[src/hdl/pid_two_valve_mixer_core_assert.svh]
// assertion macros for the two-valve mixer core
`ifndef PID_TWO_VALVE_MIXER_CORE_ASSERT_SVH
`define PID_TWO_VALVE_MIXER_CORE_ASSERT_SVH

`ifndef ASSERT_OFF

`define PTVM_ASSERT_IMPLY(label, clk, rst, ante, cons) \
   label: assert property (@(posedge clk) disable iff (rst) (ante) |-> (cons)) \
      else $error("assertion failed");

`define PTVM_ASSERT_NEXT(label, clk, rst, ante, cons) \
   label: assert property (@(posedge clk) disable iff (rst) (ante) |=> (cons)) \
      else $error("assertion failed");

`else

`define PTVM_ASSERT_IMPLY(label, clk, rst, ante, cons)

`define PTVM_ASSERT_NEXT(label, clk, rst, ante, cons)

`endif

`endif

[src/hdl/ptvm_pkg.sv]
// types and constants for the two-valve mixer core
`default_nettype none

package ptvm_pkg;

   localparam int PWM_MIN_TICKS_DEF = 1000;
   localparam int PWM_MAX_TICKS_DEF = 2000;

   localparam int FULL_OPEN = 25600;
   localparam int HALF_OPEN = 12800;

   // floor division by 25600: shift by 10, then reciprocal of 25
   localparam int DIV_SHIFT   = 10;
   localparam int RECIP_25    = 2684355;
   localparam int RECIP_SHIFT = 26;

   localparam int CSR_IDX_W  = 3;
   localparam int CSR_DATA_W = 23;

   localparam logic [CSR_IDX_W-1:0] CSR_TARGET_TEMP = 3'd0;
   localparam logic [CSR_IDX_W-1:0] CSR_GAIN_PROP   = 3'd1;
   localparam logic [CSR_IDX_W-1:0] CSR_GAIN_INTEG  = 3'd2;
   localparam logic [CSR_IDX_W-1:0] CSR_GAIN_DERIV  = 3'd3;
   localparam logic [CSR_IDX_W-1:0] CSR_INTEG_LIMIT = 3'd4;
   localparam logic [CSR_IDX_W-1:0] CSR_SAFE_LOW    = 3'd5;
   localparam logic [CSR_IDX_W-1:0] CSR_SAFE_HIGH   = 3'd6;
   localparam logic [CSR_IDX_W-1:0] CSR_VALVE_FLOOR = 3'd7;

   typedef struct packed {
      logic signed [15:0] temp_sample;
      logic               read_failed;
   } req_word_type;

   typedef struct packed {
      logic               sensor_fault;
      logic signed [15:0] drive_level;
      logic [14:0]        cold_open;
      logic [14:0]        hot_open;
      logic [15:0]        cold_compare;
      logic [15:0]        hot_compare;
   } rsp_word_type;

   typedef enum logic [3:0] {
      ST_IDLE,
      ST_PREP,
      ST_CLAMP,
      ST_MUL_P,
      ST_MUL_I,
      ST_MUL_D,
      ST_ACC,
      ST_SPLIT,
      ST_COLD_MUL,
      ST_COLD_RECIP,
      ST_COLD_DONE,
      ST_HOT_RECIP,
      ST_HOT_DONE,
      ST_OUT
   } ptvm_state_type;

endpackage

`default_nettype wire

[src/hdl/pid_two_valve_mixer_core.sv]
// two-valve mixer pid core with one shared multiplier
//
// usage:
//   req channel (req_valid/req_ready/req_word) takes one temperature word:
//   a signed sample in 1/128 degree and a read-failure flag.
//   rsp channel (rsp_valid/rsp_ready/rsp_word) returns one word per request:
//   fault flag, clamped drive level, cold/hot openings and pwm compares.
//   csr port (csr_wen/csr_index/csr_wdata) writes the eight settings with no
//   wait; write only while no request is in flight. writing the setpoint
//   clears the integral sum and the previous error.
//   a good sample passes through the pid multiply steps; a faulted one skips
//   them. the next request is taken only once the last word has left the
//   last step. all products come from the single 26x24 multiplier
//   that computes the three pid terms and, per valve, the open-to-ticks
//   product and the reciprocal divide by 25600.
//   the result sits in an output register; a stalled receiver holds it
//   there while the core finishes the next word, and that word waits in
//   the last step until the register frees.
//   reset (synchronous, active high) restores the register defaults and
//   clears the integral sum, previous error and the response valid flag.
`default_nettype none

module pid_two_valve_mixer_core
   import ptvm_pkg::*;
#(
   parameter int PWM_MIN_TICKS = PWM_MIN_TICKS_DEF,
   parameter int PWM_MAX_TICKS = PWM_MAX_TICKS_DEF
) (
   input  wire                     clock,
   input  wire                     reset,
   input  wire                     req_valid,
   output logic                    req_ready,
   input  req_word_type            req_word,
   output logic                    rsp_valid,
   input  wire                     rsp_ready,
   output rsp_word_type            rsp_word,
   input  wire                     csr_wen,
   input  wire  [CSR_IDX_W-1:0]    csr_index,
   input  wire  [CSR_DATA_W-1:0]   csr_wdata
);

`include "pid_two_valve_mixer_core_assert.svh"

   localparam int PWM_DIFF = PWM_MAX_TICKS - PWM_MIN_TICKS;

   // settings
   logic signed [15:0] target_temp_ff;
   logic [15:0]        gain_prop_ff;
   logic [15:0]        gain_integ_ff;
   logic [15:0]        gain_deriv_ff;
   logic [22:0]        integ_limit_ff;
   logic signed [15:0] safe_low_ff;
   logic signed [15:0] safe_high_ff;
   logic [14:0]        valve_floor_ff;

   // loop state
   logic signed [24:0] error_sum_ff;
   logic signed [17:0] last_error_ff;

   // work registers
   ptvm_state_type     state_ff, state_in;
   req_word_type       req_ff;
   logic               fault_ff;
   logic signed [16:0] err_ff;
   logic signed [17:0] dterm_ff;
   logic signed [24:0] sum_ff;
   logic signed [34:0] acc_ff;
   logic signed [15:0] drive_ff;
   logic [14:0]        cold_ff;
   logic [14:0]        hot_ff;
   logic               neg_ff;
   logic [15:0]        cold_cmp_ff;
   logic [15:0]        hot_cmp_ff;
   logic signed [49:0] prod_ff;
   logic               rsp_valid_ff;
   rsp_word_type       rsp_ff;

   // shared multiplier
   logic signed [25:0] mul_a;
   logic signed [23:0] mul_b;
   logic signed [49:0] prod_in;

   logic               fault_c;
   logic signed [15:0] sp_bounded_c;
   logic signed [16:0] err_c;
   logic signed [24:0] limit_c;
   logic signed [24:0] sum_clamped_c;
   logic signed [34:0] term_c;
   logic signed [15:0] drive_c;
   logic signed [15:0] half_c;
   logic signed [16:0] cold_raw_c;
   logic signed [16:0] hot_raw_c;
   logic signed [16:0] floor_c;
   logic [14:0]        cold_c;
   logic [14:0]        hot_c;
   logic signed [39:0] scaled_c;
   logic [20:0]        scaled_mag_c;
   logic [16:0]        quot_c;
   logic signed [17:0] quot_signed_c;
   logic [15:0]        cmp_c;
   logic               rsp_free;

   assign rsp_free  = !rsp_valid_ff || rsp_ready;
   assign req_ready = (state_ff == ST_IDLE);
   assign rsp_valid = rsp_valid_ff;
   assign rsp_word  = rsp_ff;

   assign prod_in = 50'(mul_a) * 50'(mul_b);

   // error and integral
   always_comb begin
      fault_c = req_ff.read_failed ||
                !(req_ff.temp_sample > safe_low_ff && req_ff.temp_sample < safe_high_ff);
      if (target_temp_ff < safe_low_ff) begin
         sp_bounded_c = safe_low_ff;
      end else if (target_temp_ff > safe_high_ff) begin
         sp_bounded_c = safe_high_ff;
      end else begin
         sp_bounded_c = target_temp_ff;
      end
      err_c   = 17'(sp_bounded_c) - 17'(req_ff.temp_sample);
      limit_c = $signed({2'b00, integ_limit_ff});
      if (sum_ff > limit_c) begin
         sum_clamped_c = limit_c;
      end else if (sum_ff < -limit_c) begin
         sum_clamped_c = -limit_c;
      end else begin
         sum_clamped_c = sum_ff;
      end
      term_c = 35'(prod_ff >>> 8);
   end

   // output split and valve openings
   always_comb begin
      if (acc_ff > 35'sd25600) begin
         drive_c = 16'(FULL_OPEN);
      end else if (acc_ff < -35'sd25600) begin
         drive_c = -16'(FULL_OPEN);
      end else begin
         drive_c = 16'(acc_ff);
      end
      half_c     = (drive_c + $signed({15'd0, drive_c[15]})) >>> 1;
      cold_raw_c = 17'(HALF_OPEN) - 17'(half_c);
      hot_raw_c  = 17'(HALF_OPEN) + 17'(half_c);
      floor_c    = $signed({2'b00, valve_floor_ff});
      if (cold_raw_c < floor_c) cold_raw_c = floor_c;
      if (cold_raw_c > 17'sd25600) cold_raw_c = 17'(FULL_OPEN);
      if (hot_raw_c < floor_c) hot_raw_c = floor_c;
      if (hot_raw_c > 17'sd25600) hot_raw_c = 17'(FULL_OPEN);
      cold_c = fault_ff ? 15'(HALF_OPEN) : cold_raw_c[14:0];
      hot_c  = fault_ff ? 15'(HALF_OPEN) : hot_raw_c[14:0];
   end

   // ticks: floor(open * diff / 25600) by shift and reciprocal of 25
   always_comb begin
      scaled_c      = 40'(prod_ff >>> DIV_SHIFT);
      scaled_mag_c  = scaled_c[39] ? ~scaled_c[20:0] : scaled_c[20:0];
      quot_c        = 17'(prod_ff >>> RECIP_SHIFT);
      quot_signed_c = neg_ff ? ~$signed({1'b0, quot_c}) : $signed({1'b0, quot_c});
      cmp_c         = 16'(18'(PWM_MIN_TICKS) + quot_signed_c);
   end

   // sequencer
   always_ff @(posedge clock) begin
      if (reset) begin
         state_ff <= ST_IDLE;
      end else begin
         state_ff <= state_in;
      end
   end

   always_comb begin
      state_in = state_ff;
      mul_a    = '0;
      mul_b    = '0;
      unique case (state_ff)
         ST_IDLE: begin
            if (req_valid) state_in = ST_PREP;
         end
         ST_PREP: begin
            state_in = fault_c ? ST_SPLIT : ST_CLAMP;
         end
         ST_CLAMP: begin
            state_in = ST_MUL_P;
         end
         ST_MUL_P: begin
            mul_a    = 26'(err_ff);
            mul_b    = $signed({8'd0, gain_prop_ff});
            state_in = ST_MUL_I;
         end
         ST_MUL_I: begin
            mul_a    = 26'(error_sum_ff);
            mul_b    = $signed({8'd0, gain_integ_ff});
            state_in = ST_MUL_D;
         end
         ST_MUL_D: begin
            mul_a    = 26'(dterm_ff);
            mul_b    = $signed({8'd0, gain_deriv_ff});
            state_in = ST_ACC;
         end
         ST_ACC: begin
            state_in = ST_SPLIT;
         end
         ST_SPLIT: begin
            state_in = ST_COLD_MUL;
         end
         ST_COLD_MUL: begin
            mul_a    = $signed({11'd0, cold_ff});
            mul_b    = 24'(PWM_DIFF);
            state_in = ST_COLD_RECIP;
         end
         ST_COLD_RECIP: begin
            mul_a    = $signed({5'd0, scaled_mag_c});
            mul_b    = 24'(RECIP_25);
            state_in = ST_COLD_DONE;
         end
         ST_COLD_DONE: begin
            mul_a    = $signed({11'd0, hot_ff});
            mul_b    = 24'(PWM_DIFF);
            state_in = ST_HOT_RECIP;
         end
         ST_HOT_RECIP: begin
            mul_a    = $signed({5'd0, scaled_mag_c});
            mul_b    = 24'(RECIP_25);
            state_in = ST_HOT_DONE;
         end
         ST_HOT_DONE: begin
            state_in = ST_OUT;
         end
         ST_OUT: begin
            if (rsp_free) state_in = ST_IDLE;
         end
         default: state_in = ST_IDLE;
      endcase
   end

   // settings and loop state
   always_ff @(posedge clock) begin
      if (reset) begin
         target_temp_ff <= 16'sd2816;
         gain_prop_ff   <= 16'd256;
         gain_integ_ff  <= '0;
         gain_deriv_ff  <= '0;
         integ_limit_ff <= 23'd1048576;
         safe_low_ff    <= '0;
         safe_high_ff   <= 16'sd6400;
         valve_floor_ff <= '0;
         error_sum_ff   <= '0;
         last_error_ff  <= '0;
      end else if (csr_wen) begin
         unique case (csr_index)
            CSR_TARGET_TEMP: begin
               target_temp_ff <= $signed(csr_wdata[15:0]);
               error_sum_ff   <= '0;
               last_error_ff  <= '0;
            end
            CSR_GAIN_PROP:   gain_prop_ff   <= csr_wdata[15:0];
            CSR_GAIN_INTEG:  gain_integ_ff  <= csr_wdata[15:0];
            CSR_GAIN_DERIV:  gain_deriv_ff  <= csr_wdata[15:0];
            CSR_INTEG_LIMIT: integ_limit_ff <= csr_wdata[22:0];
            CSR_SAFE_LOW:    safe_low_ff    <= $signed(csr_wdata[15:0]);
            CSR_SAFE_HIGH:   safe_high_ff   <= $signed(csr_wdata[15:0]);
            CSR_VALVE_FLOOR: valve_floor_ff <= csr_wdata[14:0];
         endcase
      end else if (state_ff == ST_CLAMP) begin
         error_sum_ff  <= sum_clamped_c;
         last_error_ff <= 18'(err_ff);
      end
   end

   // datapath
   always_ff @(posedge clock) begin
      prod_ff <= prod_in;
      case (state_ff) inside
         ST_IDLE: begin
            if (req_valid) req_ff <= req_word;
         end
         ST_PREP: begin
            fault_ff <= fault_c;
            err_ff   <= err_c;
            dterm_ff <= 18'(err_c) - last_error_ff;
            sum_ff   <= error_sum_ff + 25'(err_c);
            acc_ff   <= '0;
         end
         ST_MUL_I: acc_ff <= term_c;
         ST_MUL_D: acc_ff <= acc_ff + term_c;
         ST_ACC:   acc_ff <= acc_ff + term_c;
         ST_SPLIT: begin
            drive_ff <= fault_ff ? 16'sd0 : drive_c;
            cold_ff  <= cold_c;
            hot_ff   <= hot_c;
         end
         ST_COLD_RECIP, ST_HOT_RECIP: neg_ff <= scaled_c[39];
         ST_COLD_DONE: cold_cmp_ff <= cmp_c;
         ST_HOT_DONE:  hot_cmp_ff  <= cmp_c;
         default: ;
      endcase
   end

   // output register
   always_ff @(posedge clock) begin
      if (reset) begin
         rsp_valid_ff <= 1'b0;
      end else if (state_ff == ST_OUT && rsp_free) begin
         rsp_valid_ff <= 1'b1;
      end else if (rsp_ready) begin
         rsp_valid_ff <= 1'b0;
      end
   end

   always_ff @(posedge clock) begin
      if (state_ff == ST_OUT && rsp_free) begin
         rsp_ff.sensor_fault <= fault_ff;
         rsp_ff.drive_level  <= drive_ff;
         rsp_ff.cold_open    <= cold_ff;
         rsp_ff.hot_open     <= hot_ff;
         rsp_ff.cold_compare <= cold_cmp_ff;
         rsp_ff.hot_compare  <= hot_cmp_ff;
      end
   end

   `PTVM_ASSERT_IMPLY(a_fault_neutral, clock, reset, rsp_valid_ff && rsp_ff.sensor_fault, rsp_ff.drive_level == 16'sd0 && rsp_ff.cold_open == 15'(HALF_OPEN) && rsp_ff.hot_open == 15'(HALF_OPEN))
   `PTVM_ASSERT_IMPLY(a_open_range, clock, reset, rsp_valid_ff, rsp_ff.cold_open <= 15'(FULL_OPEN) && rsp_ff.hot_open <= 15'(FULL_OPEN))
   `PTVM_ASSERT_NEXT(a_target_clears, clock, reset, csr_wen && csr_index == CSR_TARGET_TEMP, error_sum_ff == 25'sd0 && last_error_ff == 18'sd0)
   `PTVM_ASSERT_IMPLY(a_fault_no_update, clock, reset, state_ff == ST_CLAMP, !fault_ff)

endmodule

`default_nettype wire
[config.mk]
export PLATFORM = sky130hd
export DESIGN_NAME = pid_two_valve_mixer_core
export DESIGN_NICKNAME = d
export VERILOG_FILES = /design/src/hdl/ptvm_pkg.sv /design/src/hdl/pid_two_valve_mixer_core.sv
export VERILOG_INCLUDE_DIRS = /design/src /design/src/hdl
export SDC_FILE = /design/constraint.sdc
export NUM_CORES = 2
export LEC_CHECK = 0
export BUFFER_PORTS_ARGS = -buffer_cell sky130_fd_sc_hd__buf_2
export CORE_AREA = 2 2 393 395
export DETAILED_ROUTE_END_ITERATION = 8
export DIE_AREA = 0 0 395 397
export PLACE_DENSITY = 0.5
export SETUP_SLACK_MARGIN = 0.4
export SLEW_MARGIN = 40
export SYNTH_ARGS = -nofsm -noshare
export SYNTH_HDL_FRONTEND = slang
export SYNTH_SLANG_ARGS = --single-unit
[constraint.sdc]
create_clock -name clock -period 9 [get_ports clock]
set_input_delay 1.8 -clock clock [delete_from_list [all_inputs] [get_ports clock]]
set_output_delay 1.8 -clock clock [all_outputs]
set_load 0.01 [all_outputs]
; ---- Yosys cells after proc, flatten, opt, wreduce, memory -nomap -nowiden
; Cells that the tools add are included.
[word_totals]
reg_bits = 502
output_inout_bits = 81
[classes]
addsub = 9
n_mul = 1
n_lt_le_gt_ge = 12
n_eq_ne = 23
muxes = 29
n_bitwise = 10
reduce_logical = 32
[ops]
columns = operator, count
row1 = one-hot mux 26 bit (6 select lines), 1
row2 = two-way mux 25 bit, 5
row3 = one-hot mux 22 bit (5 select lines), 1
row4 = two-way mux 35 bit, 3
row5 = two-way mux 16 bit, 5
row6 = less-than comparator 16 bit, 4
row7 = one-hot mux 4 bit (14 select lines), 1
row8 = two-way mux 18 bit, 3
row9 = multiplier 26 x 23 -> 49 bit, 1
row10 = adder 35 bit, 1
row11 = > comparator 35 x 16 -> 1 bit (second input constant), 1
row12 = less-than comparator 35 x 16 -> 1 bit (second input constant), 1
row13 = > comparator 17 x 16 -> 1 bit (second input constant), 2
row14 = two-way mux 17 bit, 2
row15 = > comparator 16 bit, 2
row16 = two-way mux 15 bit, 2
row17 = AND reduction 2 bit, 13
row18 = adder 25 x 17 -> 25 bit, 1
row19 = > comparator 25 x 24 -> 1 bit, 1
row20 = less-than comparator 25 bit, 1
row21 = negator 23 -> 25 bit, 1
row22 = == test 4 bit (second input constant), 6
row23 = two-way mux 21 bit, 1
row24 = inverter 21 bit, 1
row25 = other kinds (31), 56

; ---- Longest topological paths before layout
[logic_depth]
depth_word = 9
mapped_depth = 36

; ---- Worst setup path after synthesis
; No wires, ideal clock.
[synth_timing]
path_type = register -> register
startpoint = reg state_ff[3]
endpoint = reg prod_ff[37]
setup_time_ns = 0.122
arrival_time_ns = 8.027
required_time_ns = 8.878
path_slack_ns = 0.851
path_stages_with_launch = 33
synth_period_minus_slack_ns = 8.149
path_cell_list = dfxtp_1 > clkbuf_1 > nand2b_1 > nor2_1 > clkbuf_1 > buf_1 > a211oi_1 > clkbuf_1 > nor2_1 > fa_1 > inv_1 > fa_1 > inv_1 > fa_1 > inv_1 > fa_1 > inv_1 > fa_1 > fa_1 > inv_1 > fa_1 > inv_1 > ha_1 > clkbuf_1 > a21o_1 > a21oi_1 > o21ai_0 > o211ai_1 > a21oi_1 > a31oi_1 > a21boi_1 > o31a_1 > a311o_1
[synth_between]
elab_chain_len = 4
[synth_rtl]
columns = item, line_no
row1 = start: declaration, pid_two_valve_mixer_core.sv:61  ; ptvm_state_type state_ff, state_in;
row2 = start signal: assignment, pid_two_valve_mixer_core.sv:168  ; state_ff <= state_in;
row3 = == test 4 bit, pid_two_valve_mixer_core.sv:176  ; unique case (state_ff)
row4 = OR reduction 2 bit (no line), -
row5 = one-hot mux 26 bit (6 select lines) or one-hot mux 22 bit (5 select lines) (tied branches), pid_two_valve_mixer_core.sv:176
row6 = multiplier 26 x 23 -> 49 bit (*), pid_two_valve_mixer_core.sv:108  ; assign prod_in = 50'(mul_a) * 50'(mul_b);
row7 = named net prod_in[37], pid_two_valve_mixer_core.sv:81  ; logic signed [49:0] prod_in;
row8 = end signal: assignment, pid_two_valve_mixer_core.sv:273  ; prod_ff <= prod_in;
row9 = end: declaration, pid_two_valve_mixer_core.sv:74  ; logic signed [49:0] prod_ff;
; The timed path passes the listed nets; every way through them passes the cells marked *.
; A chain may end at the register's enable or synchronous reset.

; ---- Worst setup path after layout
[layout_timing]
startpoint = reg state_ff[1]
endpoint = reg prod_ff[37]
; The elaborated chain is that of the path after synthesis.

==> flow_summary.yaml <==
synth:
  synth-xor-area-share_pct: 3.46
  synth_cells: 5044
  ys_seq_area_share_pct: 27.4
  synthAdderAreaFrac_pct: 31.9
  synth_mux_area_share_pct: 1.65
  synth-simple-area-share_pct: 15.0
  synth-seq-cells: 488
  synth_top_family_by_area: "adder cells"
  yosys_warnings: 0
  synth_compound_area_share_pct: 11.7
  syn-cell-area_sq_mm: 0.0456
  synth_edf_count: 271
  synthFlopType: "edfxtp_1"
  avgSynthCellArea_sq_um: 9.04
  async_flop_share_pct: 0
  synth.distinct_cells: 101
routing:
  drt_iter0_drc: 2264
  drc: 0
  wire_per_inst_microns: 20.1
  firstDrtPassIters: 5
  vias: 35400
  via_per_inst: 4.86
  antenna_left: 0
  wirelength_mm: 146
sta:
  slew_headroom_pct: 40.1
  tightest_slew_ps: 893
  period_share_pct: 91.1
  slew_viol_final: 0
  fmax_ghz: 0.122
  period_minus_slack_ps: 8200
  setup_viol_count_final: 0
  fin_tns_setup_ps: 0
  hold_ws_ps: 412
  hold_viol: 0
  fin_skew_ps: 68.6
  rsz0062_at_grt: "false"
  setup_ws_ps: 802
cts:
  clk_pin_slew_worst_paths_ps: 60
  max-clock-path-buffers: 3
  cts_root_buf: "clkbuf_16"
  cts_buffers: 60
  htree_levels: 2
  clock_latency_ps: 700
  clkSinkCount: 488
  cts_tree: "yes"
pwr:
  leakagePower_nw: 22.1
  peakVddDrop_v: 0.000175
  powerDensity_mw_per_mm2: 190
  p_total_mw: 9.78
global_routing:
  use_met3_pct: 2.14
  grt_max_degree: 86
  antenna_found_initial: 4
  grt_pass1_wl_mm: 223
  met1_usage_pct: 26.0
  gr-usage-met2_pct: 30.0
  grt-ovfl-total: 0
  grt_pass1_vias: 35900
  track_usage_pct: 18.5
  gr-max-usage-layer: "met2"
finish:
  final_nets: 6109
  drive_gt1_share_pct: 9.81
  finish.utilization_pct: 33.7
  seq_area_sq_mm: 0.0125
  area_growth_pct: 13.2
  multi_input_area_sq_mm: 0.0294
  fill_cells: 15800
critical_path:
  path_max_fanout: 33
  end_kind: "flop"
  worstSetupPathType: "flop to flop"
  worstSetupStartpointType: "flop"
  worstPathArrival_ps: 8720
  max_stage_delay_ps: 560
  required_ps: 9530
  crit_path_top_delay_cell: "fa_1"
floorplanning:
  start_util_pct: 29.8
  die_h_microns: 397
  ios: 129
  design.die.area_sq_mm: 0.157
  core-area_sq_mm: 0.153
  num_rows: 144
  die_w_microns: 395
worst_hold_path:
  hold_path_class: "flop to flop"
run:
  drv_cap: 0
placed_design:
  gp_congestion: 0.911
  dp_hpwl_mm: 116
  dpl_worst_slack_ps: 94.3
  io_buffers: 128
run_status:
  run_status: "finished, final reports clean"
metrics by stage:
| step | cells | instance area, sq um |
|---|---|---|
| 3_5_place_dp | 7139 | 49100 |
| 6_report | 7276 | 51600 |
| 5_1_grt | 7276 | 51600 |
| 3_3_place_gp | 7133 | 49000 |
| 2_1_floorplan | 5052 | 45600 |
| 4_1_cts | 7255 | 51300 |
where the power goes:
| part | internal, mW | switching, mW |
|---|---|---|
| Combinational | 1.54 | 2.58 |
| Clock | 1.50 | 1.06 |
| Sequential | 2.79 | 0.315 |
| Total | 5.83 | 3.96 |
synthesized netlist by cell type, types with 25 or more instances:
library cell    n  area share (%)
o21ai_0       135             1.5
clkbuf_1      165             1.4
xnor2_1       122             2.3
a21o_1         73             1.2
inv_1         849             7.0
a211oi_1       33            0.54
nand4_1        46            0.63
mux2i_1        49             1.1
o21a_1         39            0.64
nand2b_1       46            0.63
dfxtp_1       217             9.5
and2_1         26            0.36
nor2b_1        31            0.43
a22oi_1        47            0.77
nor3_1         73            0.80
xor2_1         58             1.1
nand3_1        79            0.87
edfxtp_1      271              18
a21oi_1       330             3.6
ha_1          412              11
nand2_1       693             5.7
and4_1         25            0.48
fa_1          469              21
nor2_1        375             3.1
final cells by class:
type | count | share of cell area, %
Clock inverter | 35 | 0.747
Tap cell | 2044 | 4.96
Timing Repair Buffer | 272 | 3.57
Antenna cell | 1 | 0.00485
Multi-Input combinational cell | 3505 | 57.0
Inverter | 853 | 6.21
Clock buffer | 78 | 3.32
Sequential cell | 488 | 24.2
worst paths after layout:
check	start	to	slack (ps)	depth (start not counted)
setup reg to reg	state_ff[1]	prod_ff[37]	800	30
hold / removal	hot_cmp_ff[3]	rsp_word[3]	410	0
hold reg to reg	hot_cmp_ff[3]	rsp_word[3]	410	0
setup / recovery	state_ff[1]	prod_ff[37]	800	30
flip-flops by register name, indices dropped and copies added (netlist names), 18 cells and up:
signal          count
prod_ff            36
sum_ff             25
dterm_ff           18
error_sum_ff       25
rsp_word           79
integ_limit_ff     23
acc_ff             35
worst max-delay path, delay by kind of cell, from the launching register on:
kind | cells | cell delay, ps
AND/OR/NAND/NOR | 6 | 1260
adder cells (fa/ha/maj) | 8 | 3150
buffers and inverters | 8 | 1270
flip-flops | 1 | 320
AO/OA/AOI/OAI | 8 | 1990
routing by layer:
metal  vias up  wire [microns]
li1      16900               -
met1     17400           68200
met2       923           66100
met3       190            7440
met4         6            4460
met5         -              40
cells in the final DEF, fill, tap and decap left out, types with 44 or more instances in the layout:
cell type and instances:
a21o_1 73, a21oi_1 327, a22oi_1 44, buf_2 127
buf_4 127, clkbuf_16 63, dfxtp_1 215, edfxtp_1 271
fa_1 468, ha_1 412, inv_1 848, mux2i_1 49
nand2_1 683, nand2b_1 45, nand3_1 77, nand4_1 46
nor2_1 369, nor3_1 67, o21ai_0 131, xnor2_1 121
xor2_1 54
timing repair:
action,CTS,global route
endpoints found under the setup margin,10,22
buffers inserted,3,18
pin swaps,1,11
resized for setup,4,47
hold buffers,0,0
kinds of logic (layout without fill, tap and decap cells):
family          after synthesis  count (layout)
xor+xnor                    180             180
fa+ha+maj                   882             882
other cells                   2              11
simple gates               1520            1520
flops                       488             488
compound gates              841             841
buf+inv                    1059            1238
mux                          72              72
Power figures use the tool's default switching activity.
